===== src/design/wrf_pkg.sv =====
package wrf_pkg;

    localparam int MAX_SAMPLES = 16384;
    localparam int MAX_PAD     = 31;
    localparam int HALF_WINDOW = 3;
    localparam int WIN         = 2 * HALF_WINDOW + 1;
    localparam int LATENCY     = MAX_PAD + HALF_WINDOW;
    // cells hold view positions 1 .. LATENCY+MAX_PAD; view 0 is the incoming item
    localparam int NCELL       = LATENCY + MAX_PAD;
    localparam int POS_W       = $clog2(NCELL + 1);
    localparam int FCNT_W      = $clog2(LATENCY + 1);
    localparam int FIFO_DEPTH  = 2;

    localparam int SAMPLE_W    = 12;
    localparam int IDX_W       = 14;
    localparam int VAL_W       = 17;
    localparam int PED_W       = 16;
    localparam int WTHR_W      = 19;
    localparam int STHR_W      = 12;
    localparam int PAD_W       = 5;
    localparam int CFG_W       = 19;
    localparam int CFG_IDX_W   = 3;

    localparam logic [CFG_IDX_W-1:0] CFG_PEDESTAL         = 3'd0;
    localparam logic [CFG_IDX_W-1:0] CFG_WINDOW_THRESHOLD = 3'd1;
    localparam logic [CFG_IDX_W-1:0] CFG_SAMPLE_THRESHOLD = 3'd2;
    localparam logic [CFG_IDX_W-1:0] CFG_PRE_PAD          = 3'd3;
    localparam logic [CFG_IDX_W-1:0] CFG_POST_PAD         = 3'd4;

    typedef enum logic
    {
        MODE_RUN,
        MODE_FLUSH
    } mode_t;

    typedef struct packed
    {
        logic [PED_W-1:0]  pedestal;
        logic [WTHR_W-1:0] window_threshold;
        logic [STHR_W-1:0] sample_threshold;
        logic [PAD_W-1:0]  pre_pad;
        logic [PAD_W-1:0]  post_pad;
    } cfg_t;

    typedef struct packed
    {
        logic [SAMPLE_W-1:0] sample;
        logic                live;
        logic                roi;
        logic                opener;
    } entry_t;

    typedef struct packed
    {
        logic [POS_W-1:0] cov_lo;
        logic [POS_W-1:0] cov_hi;
        logic [POS_W-1:0] blk_lo;
        logic [POS_W-1:0] start_pos;
    } win_t;

    typedef struct packed
    {
        logic cov;
        logic blk;
        logic opener;
    } hit_t;

    typedef struct packed
    {
        logic [IDX_W-1:0]        index;
        logic signed [VAL_W-1:0] value;
        logic                    region_start;
        logic                    last;
    } result_t;

    typedef logic [WIN-1:0][SAMPLE_W-1:0] taps_t;

endpackage


===== src/design/wrf_cell.sv =====
module wrf_cell (
    input  logic                        clk,
    input  logic                        rst_n,
    input  logic                        shift,
    input  logic                        clear,
    input  logic                        set_roi,
    input  logic                        set_opener,
    input  wrf_pkg::entry_t             d,
    input  logic [wrf_pkg::POS_W-1:0]   pos,
    input  wrf_pkg::win_t               win,
    output wrf_pkg::entry_t             q,
    output wrf_pkg::hit_t               hit
);
    import wrf_pkg::*;

    logic [SAMPLE_W-1:0] sample_reg;
    logic                live_reg;
    logic                live_next;
    logic                roi_reg;
    logic                roi_next;
    logic                opener_reg;
    logic                opener_next;

    always_ff @(posedge clk)
    begin
        if (shift)
        begin
            sample_reg <= d.sample;
        end
    end

    always_comb
    begin
        live_next   = live_reg;
        roi_next    = roi_reg;
        opener_next = opener_reg;
        if (clear)
        begin
            live_next   = 1'b0;
            roi_next    = 1'b0;
            opener_next = 1'b0;
        end
        else if (shift)
        begin
            live_next   = d.live;
            roi_next    = d.roi;
            opener_next = d.opener;
        end
    end

    always_ff @(posedge clk or negedge rst_n)
    begin
        if (!rst_n)
        begin
            live_reg   <= 1'b0;
            roi_reg    <= 1'b0;
            opener_reg <= 1'b0;
        end
        else
        begin
            live_reg   <= live_next;
            roi_reg    <= roi_next;
            opener_reg <= opener_next;
        end
    end

    // a fresh decision shows up in this cell's view before it is stored downstream
    always_comb
    begin
        q.sample = sample_reg;
        q.live   = live_reg;
        q.roi    = roi_reg | set_roi;
        q.opener = opener_reg | set_opener;
        hit.cov    = q.roi && (pos >= win.cov_lo) && (pos <= win.cov_hi);
        hit.blk    = q.roi && (pos >= win.blk_lo) && (pos <= win.cov_hi);
        hit.opener = q.opener && (pos == win.start_pos);
    end

endmodule


===== src/design/wrf_decider.sv =====
module wrf_decider (
    input  logic           clk,
    input  logic           rst_n,
    input  logic           tick,
    input  logic           clear,
    input  logic           en,
    input  wrf_pkg::taps_t taps,
    input  wrf_pkg::cfg_t  cfg,
    output logic           set_roi,
    output logic           set_opener
);
    import wrf_pkg::*;

    localparam int SSUM_W = SAMPLE_W + $clog2(WIN);
    localparam int SUM_W  = SSUM_W + 6;

    logic                    roi_open_reg;
    logic                    roi_open_next;
    logic [SSUM_W-1:0]       ssum;
    logic [SUM_W-1:0]        ped7;
    logic signed [SUM_W-1:0] wsum;
    logic [SUM_W-1:0]        wabs;
    logic signed [VAL_W-1:0] dev;
    logic [VAL_W-1:0]        dabs;
    logic                    open_hit;
    logic                    close_hit;

    // window sum of (16*adc - pedestal) is 16*sum(adc) - 7*pedestal
    always_comb
    begin
        ssum = '0;
        for (int i = 0; i < WIN; i++)
        begin
            ssum = ssum + SSUM_W'(taps[i]);
        end
        ped7 = (SUM_W'(cfg.pedestal) << 3) - SUM_W'(cfg.pedestal);
        wsum = signed'((SUM_W'(ssum) << 4) - ped7);
        wabs = wsum[SUM_W-1] ? SUM_W'(-wsum) : SUM_W'(wsum);
        open_hit = wabs > SUM_W'(cfg.window_threshold);

        dev  = signed'({1'b0, taps[HALF_WINDOW], 4'b0000}) - signed'({1'b0, cfg.pedestal});
        dabs = dev[VAL_W-1] ? VAL_W'(-dev) : VAL_W'(dev);
        close_hit = dabs < {1'b0, cfg.sample_threshold, 4'b0000};

        set_roi    = en && (roi_open_reg || open_hit);
        set_opener = en && !roi_open_reg && open_hit;

        roi_open_next = roi_open_reg;
        if (clear)
        begin
            roi_open_next = 1'b0;
        end
        else if (tick && en)
        begin
            roi_open_next = roi_open_reg ? !close_hit : open_hit;
        end
    end

    always_ff @(posedge clk or negedge rst_n)
    begin
        if (!rst_n)
        begin
            roi_open_reg <= 1'b0;
        end
        else
        begin
            roi_open_reg <= roi_open_next;
        end
    end

endmodule


===== src/design/wrf_result_fifo.sv =====
module wrf_result_fifo (
    input  logic             clk,
    input  logic             rst_n,
    input  logic             push,
    input  wrf_pkg::result_t din,
    input  logic             stall,
    output logic             valid,
    output wrf_pkg::result_t dout,
    output logic             full
);
    import wrf_pkg::*;

    localparam int PTR_W = $clog2(FIFO_DEPTH);
    localparam int CNT_W = $clog2(FIFO_DEPTH + 1);

    result_t          mem [FIFO_DEPTH];
    logic [PTR_W-1:0] wr_ptr_reg;
    logic [PTR_W-1:0] wr_ptr_next;
    logic [PTR_W-1:0] rd_ptr_reg;
    logic [PTR_W-1:0] rd_ptr_next;
    logic [CNT_W-1:0] count_reg;
    logic [CNT_W-1:0] count_next;
    logic             pop;

    assign valid = count_reg != '0;
    assign full  = count_reg == CNT_W'(FIFO_DEPTH);
    assign dout  = mem[rd_ptr_reg];
    assign pop   = valid && !stall;

    always_comb
    begin
        wr_ptr_next = wr_ptr_reg;
        rd_ptr_next = rd_ptr_reg;
        count_next  = count_reg;
        if (push)
        begin
            wr_ptr_next = (wr_ptr_reg == PTR_W'(FIFO_DEPTH - 1)) ? '0 : wr_ptr_reg + 1'b1;
        end
        if (pop)
        begin
            rd_ptr_next = (rd_ptr_reg == PTR_W'(FIFO_DEPTH - 1)) ? '0 : rd_ptr_reg + 1'b1;
        end
        if (push && !pop)
        begin
            count_next = count_reg + 1'b1;
        end
        else if (pop && !push)
        begin
            count_next = count_reg - 1'b1;
        end
    end

    always_ff @(posedge clk)
    begin
        if (push)
        begin
            mem[wr_ptr_reg] <= din;
        end
    end

    always_ff @(posedge clk or negedge rst_n)
    begin
        if (!rst_n)
        begin
            wr_ptr_reg <= '0;
            rd_ptr_reg <= '0;
            count_reg  <= '0;
        end
        else
        begin
            wr_ptr_reg <= wr_ptr_next;
            rd_ptr_reg <= rd_ptr_next;
            count_reg  <= count_next;
        end
    end

endmodule


===== src/design/waveform_roi_finder_core.sv =====
// Throughput: one sample item per cycle, set by the shift of the cell chain, while
// sample_stall is low. Sample j is pushed to the output queue in the cycle that
// accepts sample j+34 and is registered there before it shows on the result port.
// A last sample starts a flush (held while the output queue is full) that emits the
// remaining samples and then clears the chain; sample input is stalled meanwhile.
// Reset (rst_n, asynchronous, active low) clears the chain flags, ROI state and config.
module waveform_roi_finder_core (
    input  logic                                 clk,
    input  logic                                 rst_n,
    input  logic                                 sample_valid,
    output logic                                 sample_stall,
    input  logic [wrf_pkg::SAMPLE_W-1:0]         adc_sample,
    input  logic                                 last_sample,
    output logic                                 result_valid,
    input  logic                                 result_stall,
    output logic [wrf_pkg::IDX_W-1:0]            sample_index,
    output logic signed [wrf_pkg::VAL_W-1:0]     inverted_value,
    output logic                                 region_start,
    output logic                                 last_result,
    input  logic                                 cfg_write,
    input  logic [wrf_pkg::CFG_IDX_W-1:0]        cfg_index,
    input  logic [wrf_pkg::CFG_W-1:0]            cfg_data
);
    import wrf_pkg::*;

    cfg_t                cfg_reg;
    mode_t               state_reg;
    mode_t               state_next;
    logic [FCNT_W-1:0]   flush_cnt_reg;
    logic [FCNT_W-1:0]   flush_cnt_next;
    logic [IDX_W-1:0]    count_reg;
    logic [IDX_W-1:0]    count_next;
    logic [SAMPLE_W-1:0] first_sample_reg;
    logic [SAMPLE_W-1:0] first_sample_next;
    result_t             pend_reg;
    result_t             pend_next;
    logic                pend_valid_reg;
    logic                pend_valid_next;

    logic                fifo_full;
    logic                accept;
    logic                last_in;
    logic                shift;
    logic                drain;
    logic                group;
    logic                push;
    result_t             push_data;
    result_t             head_item;

    entry_t              head;
    entry_t              chain_in [NCELL];
    entry_t              view [NCELL];
    hit_t                hits [NCELL];
    logic [NCELL-1:0]    cov_vec;
    logic [NCELL-1:0]    blk_vec;
    logic [NCELL-1:0]    opener_vec;
    logic [NCELL-1:0]    set_roi_vec;
    logic [NCELL-1:0]    set_opener_vec;
    win_t                win;
    taps_t               taps;
    logic                dec_en;
    logic                set_roi;
    logic                set_opener;
    logic                emit_valid;
    result_t             emit_item;

    always_ff @(posedge clk or negedge rst_n)
    begin
        if (!rst_n)
        begin
            cfg_reg <= '0;
        end
        else if (cfg_write)
        begin
            case (cfg_index)
                CFG_PEDESTAL:         cfg_reg.pedestal         <= cfg_data[PED_W-1:0];
                CFG_WINDOW_THRESHOLD: cfg_reg.window_threshold <= cfg_data[WTHR_W-1:0];
                CFG_SAMPLE_THRESHOLD: cfg_reg.sample_threshold <= cfg_data[STHR_W-1:0];
                CFG_PRE_PAD:          cfg_reg.pre_pad          <= cfg_data[PAD_W-1:0];
                CFG_POST_PAD:         cfg_reg.post_pad         <= cfg_data[PAD_W-1:0];
                default:              cfg_reg                  <= cfg_reg;
            endcase
        end
    end

    assign sample_stall = (state_reg == MODE_FLUSH) || fifo_full;
    assign accept       = sample_valid && !sample_stall;
    assign last_in      = last_sample || (count_reg == IDX_W'(MAX_SAMPLES - 1));

    // during the flush, replicate the final sample so the window clamps at the end
    always_comb
    begin
        head.sample = (state_reg == MODE_FLUSH) ? view[0].sample : adc_sample;
        head.live   = state_reg == MODE_RUN;
        head.roi    = 1'b0;
        head.opener = 1'b0;
    end

    always_comb
    begin
        win.cov_lo    = POS_W'(LATENCY) - POS_W'(cfg_reg.pre_pad);
        win.cov_hi    = POS_W'(LATENCY) + POS_W'(cfg_reg.post_pad);
        win.blk_lo    = win.cov_lo + 1'b1;
        win.start_pos = win.cov_lo;
    end

    assign chain_in[0]    = head;
    assign set_roi_vec    = NCELL'(set_roi) << (HALF_WINDOW - 1);
    assign set_opener_vec = NCELL'(set_opener) << (HALF_WINDOW - 1);

    genvar gi;
    generate
        for (gi = 0; gi < NCELL; gi++)
        begin : g_cell
            if (gi > 0)
            begin : g_link
                assign chain_in[gi] = view[gi-1];
            end
            wrf_cell u_cell (
                .clk        (clk),
                .rst_n      (rst_n),
                .shift      (shift),
                .clear      (drain),
                .set_roi    (set_roi_vec[gi]),
                .set_opener (set_opener_vec[gi]),
                .d          (chain_in[gi]),
                .pos        (POS_W'(gi + 1)),
                .win        (win),
                .q          (view[gi]),
                .hit        (hits[gi])
            );
            assign cov_vec[gi]    = hits[gi].cov;
            assign blk_vec[gi]    = hits[gi].blk;
            assign opener_vec[gi] = hits[gi].opener;
        end
    endgenerate

    // bins before the waveform start take the value of bin zero
    always_comb
    begin
        taps[0] = head.sample;
        for (int i = 1; i < WIN; i++)
        begin
            if (i <= HALF_WINDOW)
            begin
                taps[i] = view[i-1].sample;
            end
            else
            begin
                taps[i] = view[i-1].live ? view[i-1].sample : first_sample_reg;
            end
        end
    end

    assign dec_en = view[HALF_WINDOW-1].live && ((count_reg - IDX_W'(HALF_WINDOW)) != '0);

    wrf_decider u_decider (
        .clk        (clk),
        .rst_n      (rst_n),
        .tick       (shift),
        .clear      (drain),
        .en         (dec_en),
        .taps       (taps),
        .cfg        (cfg_reg),
        .set_roi    (set_roi),
        .set_opener (set_opener)
    );

    always_comb
    begin
        emit_valid          = view[LATENCY-1].live && (|cov_vec);
        emit_item.index     = count_reg - IDX_W'(LATENCY);
        emit_item.value     = signed'({1'b0, cfg_reg.pedestal})
                              - signed'({1'b0, view[LATENCY-1].sample, 4'b0000});
        emit_item.region_start = (emit_item.index == '0) || ((|opener_vec) && !(|blk_vec));
        emit_item.last      = 1'b1;
    end

    always_comb
    begin
        state_next        = state_reg;
        flush_cnt_next    = flush_cnt_reg;
        count_next        = count_reg;
        first_sample_next = first_sample_reg;
        pend_next         = pend_reg;
        pend_valid_next   = pend_valid_reg;
        shift             = 1'b0;
        drain             = 1'b0;
        group             = 1'b0;
        push              = 1'b0;
        push_data         = emit_item;

        case (state_reg)
            MODE_RUN:
            begin
                if (accept)
                begin
                    shift      = 1'b1;
                    group      = last_in;
                    count_next = count_reg + 1'b1;
                    if (count_reg == '0)
                    begin
                        first_sample_next = adc_sample;
                    end
                    if (last_in)
                    begin
                        state_next     = MODE_FLUSH;
                        flush_cnt_next = FCNT_W'(LATENCY);
                    end
                end
            end
            MODE_FLUSH:
            begin
                if (!fifo_full)
                begin
                    if (flush_cnt_reg != '0)
                    begin
                        shift          = 1'b1;
                        group          = 1'b1;
                        count_next     = count_reg + 1'b1;
                        flush_cnt_next = flush_cnt_reg - 1'b1;
                    end
                    else
                    begin
                        drain      = 1'b1;
                        count_next = '0;
                        state_next = MODE_RUN;
                    end
                end
            end
            default:
            begin
                state_next = MODE_RUN;
            end
        endcase

        // inside the final group, hold each result until the next one shows it is not last
        if (shift && !group)
        begin
            push = emit_valid;
        end
        else if (shift && group && emit_valid)
        begin
            push           = pend_valid_reg;
            push_data      = pend_reg;
            push_data.last = 1'b0;
            pend_next      = emit_item;
            pend_valid_next = 1'b1;
        end
        else if (drain)
        begin
            push           = pend_valid_reg;
            push_data      = pend_reg;
            push_data.last = 1'b1;
            pend_valid_next = 1'b0;
        end
    end

    always_ff @(posedge clk)
    begin
        pend_reg         <= pend_next;
        first_sample_reg <= first_sample_next;
    end

    always_ff @(posedge clk or negedge rst_n)
    begin
        if (!rst_n)
        begin
            state_reg      <= MODE_RUN;
            flush_cnt_reg  <= '0;
            count_reg      <= '0;
            pend_valid_reg <= 1'b0;
        end
        else
        begin
            state_reg      <= state_next;
            flush_cnt_reg  <= flush_cnt_next;
            count_reg      <= count_next;
            pend_valid_reg <= pend_valid_next;
        end
    end

    wrf_result_fifo u_fifo (
        .clk   (clk),
        .rst_n (rst_n),
        .push  (push),
        .din   (push_data),
        .stall (result_stall),
        .valid (result_valid),
        .dout  (head_item),
        .full  (fifo_full)
    );

    assign sample_index   = head_item.index;
    assign inverted_value = head_item.value;
    assign region_start   = head_item.region_start;
    assign last_result    = head_item.last;

endmodule


===== config.mk =====
export PLATFORM = sky130hd
export DESIGN_NAME = waveform_roi_finder_core
export DESIGN_NICKNAME = d
export VERILOG_FILES = /design/src/design/wrf_pkg.sv /design/src/design/wrf_cell.sv /design/src/design/wrf_decider.sv /design/src/design/wrf_result_fifo.sv /design/src/design/waveform_roi_finder_core.sv
export SDC_FILE = /design/constraint.sdc
export NUM_CORES = 1
export LEC_CHECK = 0
export ABC_CLOCK_PERIOD_IN_PS = 15600
export BUFFER_PORTS_ARGS = -buffer_cell sky130_fd_sc_hd__buf_4
export CAP_MARGIN = 20
export CORE_MARGIN = 4
export CORE_UTILIZATION = 60
export CTS_CLUSTER_DIAMETER = 40
export DETAILED_ROUTE_END_ITERATION = 10
export PLACE_DENSITY = 0.77
export SYNTH_ARGS = -nofsm -noshare
export SYNTH_HDL_FRONTEND = slang
export SYNTH_SLANG_ARGS = --single-unit

===== constraint.sdc =====
create_clock -name clk -period 15.6 [get_ports clk]
set_input_delay 3.12 -clock clk [delete_from_list [all_inputs] [get_ports clk]]
set_output_delay 3.12 -clock clk [all_outputs]
set_load 0.02 [all_outputs]

==> results_dict.tcl, run 1 <==
set metrics [dict create \
    status "finished, final reports clean" \
    cap_violations 0 \
    crit_path_max_incr_delay_ps 550 \
    regToRegStartpoint "state_reg" \
    hold-path-endpoint "g_cell[16].u_cell.sample_reg[7]" \
    numPortBuffers 74 \
    drive_gt1_share_pct 13.0 \
    cts.path.max_buffers 3 \
    critPathMostFrequentCell "o21ai_0" \
    syn_area_sq_um 36000 \
    critPathTopFamily "compound AO/OA/AOI/OAI gates" \
    die_y_um 253 \
    nFillCells 4075 \
    ff2ff_path_depth 43 \
    drtIter0Drc 2278 \
    relSlewSlack_pct 25.0 \
    synthTopCellsByCount "518 x edfxtp_1, 239 x dfrtp_1, 201 x o21ai_0" \
    pin_count 75 \
    critPathKind "in2reg" \
    cts.htree.levels 3 \
    num_antenna_cells 0 \
    critPathSlowestCell "fa_1" \
    seq_area_frac_synth_pct 59.9 \
    hp-class "reg2reg" \
    nNetsFinal 3162 \
    grt_pass1_wl_um 136000 \
    ys_ff_latch 757 \
    antenna_found_initial 6 \
    skew_ps 42.6 \
    die_w_um 253 \
    route.detailed.drc 0 \
    syn_avg_cell_area_sq_um 12.6 \
    post_drt_via_cell_ratio 6.24 \
    root_buffer "clkbuf_16" \
    rsz0062_at_grt "false" \
    syn2layout_area_growth_pct 12.7 \
    cp_num_buf_inv 6 \
    synthFlopType "edfxtp_1" \
    synth-edff-count 518 \
    r2r-end "u_fifo.mem[0][5]" \
    ff2ff_setup_slack_ps 4140 \
    slew_violations 0 \
    core_sq_um 59200 \
    wl_per_cell_um 23.0 \
    insertion_delay_ps 640 \
    cts.sinks 757 \
    fin_util_pct 68.5 \
    post-synth-top-area-cell "edfxtp_1" \
    holdCritStartpoint "g_cell[15].u_cell.sample_reg[7]" \
    start_kind "input pin" \
    synth_warnings 0 \
    syn_nets 3078 \
    cts_buffers 94 \
    hold_violations 0 \
    cts_tree "yes" \
    clk_pin_slew_ps 60 \
    netlist.area_leader.share_pct 43.2 \
    track_usage_pct 27.4 \
    grt_pass1_vias 23300 \
    max_freq_mhz 75.9 \
    setup_viol 0 \
    rows 89 \
    gp_routability_congestion 0.917 \
    dr.pass1.iters 6 \
    cp-end-kind "flop" \
    dieArea_sq_um 64000 \
    final-instance-count-excl-fill 3795 \
    initial_core_util_pct 60.7 \
    hpwl_um 59600 \
    vias 23700 \
    period_share_pct 84.5 \
    grt_remaining_overflow 0 \
    hold_buffers 0 \
    postCtsSetupBuffers 0 \
    netlist_instances 2859 \
    largest_reg_flops 408 \
    yosysMostFrequentCell "edfxtp_1" \
    yosysUniqueCellTypes 90 \
    timing.critical_path.arrival_ps 13560 \
    dp_cells 3618 \
    wirelength_um 87500 \
    finalCriticalPeriod_ps 13180 \
    cp_max_fo 44 \
    ant_nets 0 \
    holdPathStages 0 \
    synthTopCellsByArea "edfxtp_1 43%, dfrtp_1 17%, ha_1 4.5%" \
    tightest_slew_ps 1120 \
    async_flop_share_pct 31.6 \
    post_cts_resized 0 \
    required_ps 15980 \
    grt_max_degree 107 \
    setup_tns_ps 0 \
]
[logic make-up after synthesis]
group                      after synthesis  synth area share, %
muxes                                  120                 3.76
DFF                                    757                 59.9
adders and majority gates              179                 7.27
AOI/OAI and AO/OA                      742                 14.1
buffers and inverters                  328                 3.54
and+or+nand+nor                        602                 8.29
xor gates and xnor gates               131                 3.19
[cells in the final DEF (no fill, tap or decap), drive strengths merged, types with 18 or more instances in the layout]
cell / netlist / final
buf: 17 / 117
dfrtp: 239 / 239
nor4: 21 / 21
and3: 21 / 21
nand4: 19 / 19
o21a: 22 / 22
xnor2: 88 / 88
nor2: 121 / 121
xor2: 43 / 43
fa: 50 / 50
inv: 197 / 218
clkbuf: 112 / 114
a22o: 149 / 149
nand2: 188 / 188
nand2b: 25 / 25
a21oi: 121 / 121
nand3: 52 / 52
or3: 18 / 18
nor3: 45 / 45
mux2: 110 / 110
clkinv: 2 / 30
o21ai: 205 / 205
a21boi: 19 / 19
nor2b: 27 / 27
o211ai: 18 / 18
ha: 129 / 129
edfxtp: 518 / 518
a31oi: 23 / 23
a21o: 29 / 29
[per-stage QoR]
step	hold slack [ps]	instance area (sq um)	worst slack (ps)
floorplan	400	36000	2740
global placement	400	37300	2270
detailed placement	405	37300	2000
CTS	385	40500	2600
global route	404	40600	1820
finish	384	40600	2420
[cell type report]
cell class,count,area [sq um],area share (%)
Tap cell,773,967,2.38
Timing Repair Buffer,117,916,2.26
Clock inverter,61,692,1.71
Inverter,199,747,1.84
Multi-Input combinational cell,1774,13200,32.6
Clock buffer,114,2480,6.11
Sequential cell,757,21500,53.1
[how the worst max path moves through the flow]
stage | startpoint | end | slack (ps) | cells past startpoint
6_report | adc_sample[0] | u_fifo.mem[0][5] | 2420 | 43
5_1_grt | adc_sample[0] | u_fifo.mem[0][5] | 1820 | 47
4_1_cts | adc_sample[0] | u_fifo.mem[0][16] | 2600 | 43
3_5_place_dp | adc_sample[0] | u_fifo.mem[1][5] | 2000 | 43
3_3_place_gp | adc_sample[0] | u_fifo.mem[1][15] | 2270 | 43
2_1_floorplan | adc_sample[0] | u_fifo.mem[0][0] | 2740 | 44
[layer usage]
metal / share of wire [%] / global-route usage, % / vias to the layer above
met2: 44 / 40.2 / 943
met4: 2.0 / 6.73 / 10
met1: 46 / 42.6 / 11800
li1: - / - / 10800
met5: 0.064 / 0 / -
met3: 8.2 / 5.53 / 151
Power of run 1 is left out: the tool's default activity adds up to more than one toggle a clock period on the data nets, which glitch-free logic cannot reach.
==> inputs of run 2 (changes only) <==
--- a/config.mk
+++ b/config.mk
@@ -5,7 +5,7 @@
 export SDC_FILE = /design/constraint.sdc
 export NUM_CORES = 1
 export LEC_CHECK = 0
-export ABC_CLOCK_PERIOD_IN_PS = 15600
+export ABC_CLOCK_PERIOD_IN_PS = 12400
 export BUFFER_PORTS_ARGS = -buffer_cell sky130_fd_sc_hd__buf_4
 export CAP_MARGIN = 20
 export CORE_MARGIN = 4
==> constraint.sdc (replaced) <==
create_clock -name clk -period 12.4 [get_ports clk]
set_input_delay 2.48 -clock clk [delete_from_list [all_inputs] [get_ports clk]]
set_output_delay 2.48 -clock clk [all_outputs]
set_load 0.02 [all_outputs]
==> results_dict.tcl, run 2 (synthesis results as in run 1) <==
set metrics [dict create \
    die_y_um 253 \
    vias 24100 \
    clk_pin_slew_ps 60 \
    antenna_found_initial 3 \
    cp.depth 40 \
    core_sq_um 59200 \
    root_buffer "clkbuf_16" \
    tightest_slew_ps 1140 \
    grt_remaining_overflow 0 \
    cp_num_buf_inv 5 \
    period_share_pct 94.7 \
    r2r-end "u_fifo.mem[1][17]" \
    holdPathStages 0 \
    grt_pass1_wl_um 141000 \
    cp_max_fo 32 \
    regToRegStartpoint "state_reg" \
    hpwl_um 61100 \
    holdCritStartpoint "g_cell[24].u_cell.sample_reg[5]" \
    fin_util_pct 68.8 \
    num_antenna_cells 0 \
    cap_violations 0 \
    grt_pass1_vias 23700 \
    route.detailed.drc 0 \
    die_w_um 253 \
    cts.sinks 757 \
    status "finished, final reports clean" \
    dieArea_sq_um 64000 \
    numPortBuffers 74 \
    syn2layout_area_growth_pct 13.2 \
    hp-class "reg2reg" \
    critPathSlowestCell "fa_1" \
    setup_viol 0 \
    wl_per_cell_um 23.8 \
    timing.critical_path.arrival_ps 12110 \
    wirelength_um 90400 \
    initial_core_util_pct 60.7 \
    slew_violations 0 \
    cp-end-kind "flop" \
    hold-path-endpoint "g_cell[25].u_cell.sample_reg[5]" \
    nNetsFinal 3162 \
    relSlewSlack_pct 23.4 \
    max_freq_mhz 85.2 \
    start_kind "input pin" \
    hold_violations 0 \
    insertion_delay_ps 650 \
    ff2ff_path_depth 40 \
    grt_max_degree 214 \
    finalCriticalPeriod_ps 11740 \
    ff2ff_setup_slack_ps 1830 \
    setup_slack_ps 662 \
    cts.path.max_buffers 3 \
    gp_routability_congestion 0.957 \
    cts_buffers 95 \
    critPathMostFrequentCell "ha_1" \
    drive_gt1_share_pct 13.4 \
    cts.htree.levels 3 \
    largest_reg_flops 408 \
    required_ps 12770 \
    dr.pass1.iters 5 \
    rows 89 \
    layout_commonest_cell "edfxtp_1" \
    drtIter0Drc 2412 \
    cts_tree "yes" \
    pin_count 75 \
    track_usage_pct 28.4 \
    post_drt_via_cell_ratio 6.35 \
    ant_nets 0 \
    critPathTopFamily "compound AO/OA/AOI/OAI gates" \
    final_cell_mix "518 x edfxtp_1, 239 x dfrtp_1, 198 x o21ai_0" \
    rsz0062_at_grt "false" \
    skew_ps 32.5 \
    crit_path_max_incr_delay_ps 570 \
    place_worst_setup_slack_ps -155 \
    critPathKind "in2reg" \
]
## run 2: how the worst max path moves through the flow
stage | startpoint | end | slack, ps
4_1_cts | adc_sample[0] | u_fifo.mem[1][17] | 300
2_1_floorplan | adc_sample[0] | u_fifo.mem[0][0] | 180
5_1_grt | adc_sample[1] | u_fifo.count_reg[1] | 100
3_3_place_gp | adc_sample[0] | u_fifo.count_reg[1] | 240
3_5_place_dp | adc_sample[0] | u_fifo.mem[0][17] | -150
6_report | adc_sample[1] | u_fifo.mem[1][17] | 660
## run 2: repair_timing
action                                  in CTS  in global routing
resized for setup                            0                 14
hold buffers                                 0                  0
endpoints found under the setup margin       0                166
buffers inserted                             0                  0
## run 2: layout make-up
type,count,area [sq um]
clock inverters,70,796
repair buffers,116,968
multi-input cells,1774,13300
flip-flops and latches,757,21500
inverters,199,747
fillers,4027,18500
well taps,773,967
clock buffers,105,2460
## run 2: per-stage QoR
stage          area [sq um]  hold slack, ps  setup TNS [ps]  instances
3_3_place_gp          37400             400               0       3617
3_5_place_dp          37400             405           -7730       3617
5_1_grt               40700             420               0       3794
4_1_cts               40600             407               0       3792
2_1_floorplan         36000             400               0       2859
6_report              40700             405               0       3794
## run 2: layer usage
metal  GRT usage [%]  wire (um)  vias to the layer above
li1                -          -                    10800
met1            43.9      41300                    12200
met2            42.2      40300                      967
met3            4.86       6600                      155
met4            7.72       2100                        2
met5               0         13                        -
Power of run 2 is left out for the same reason.
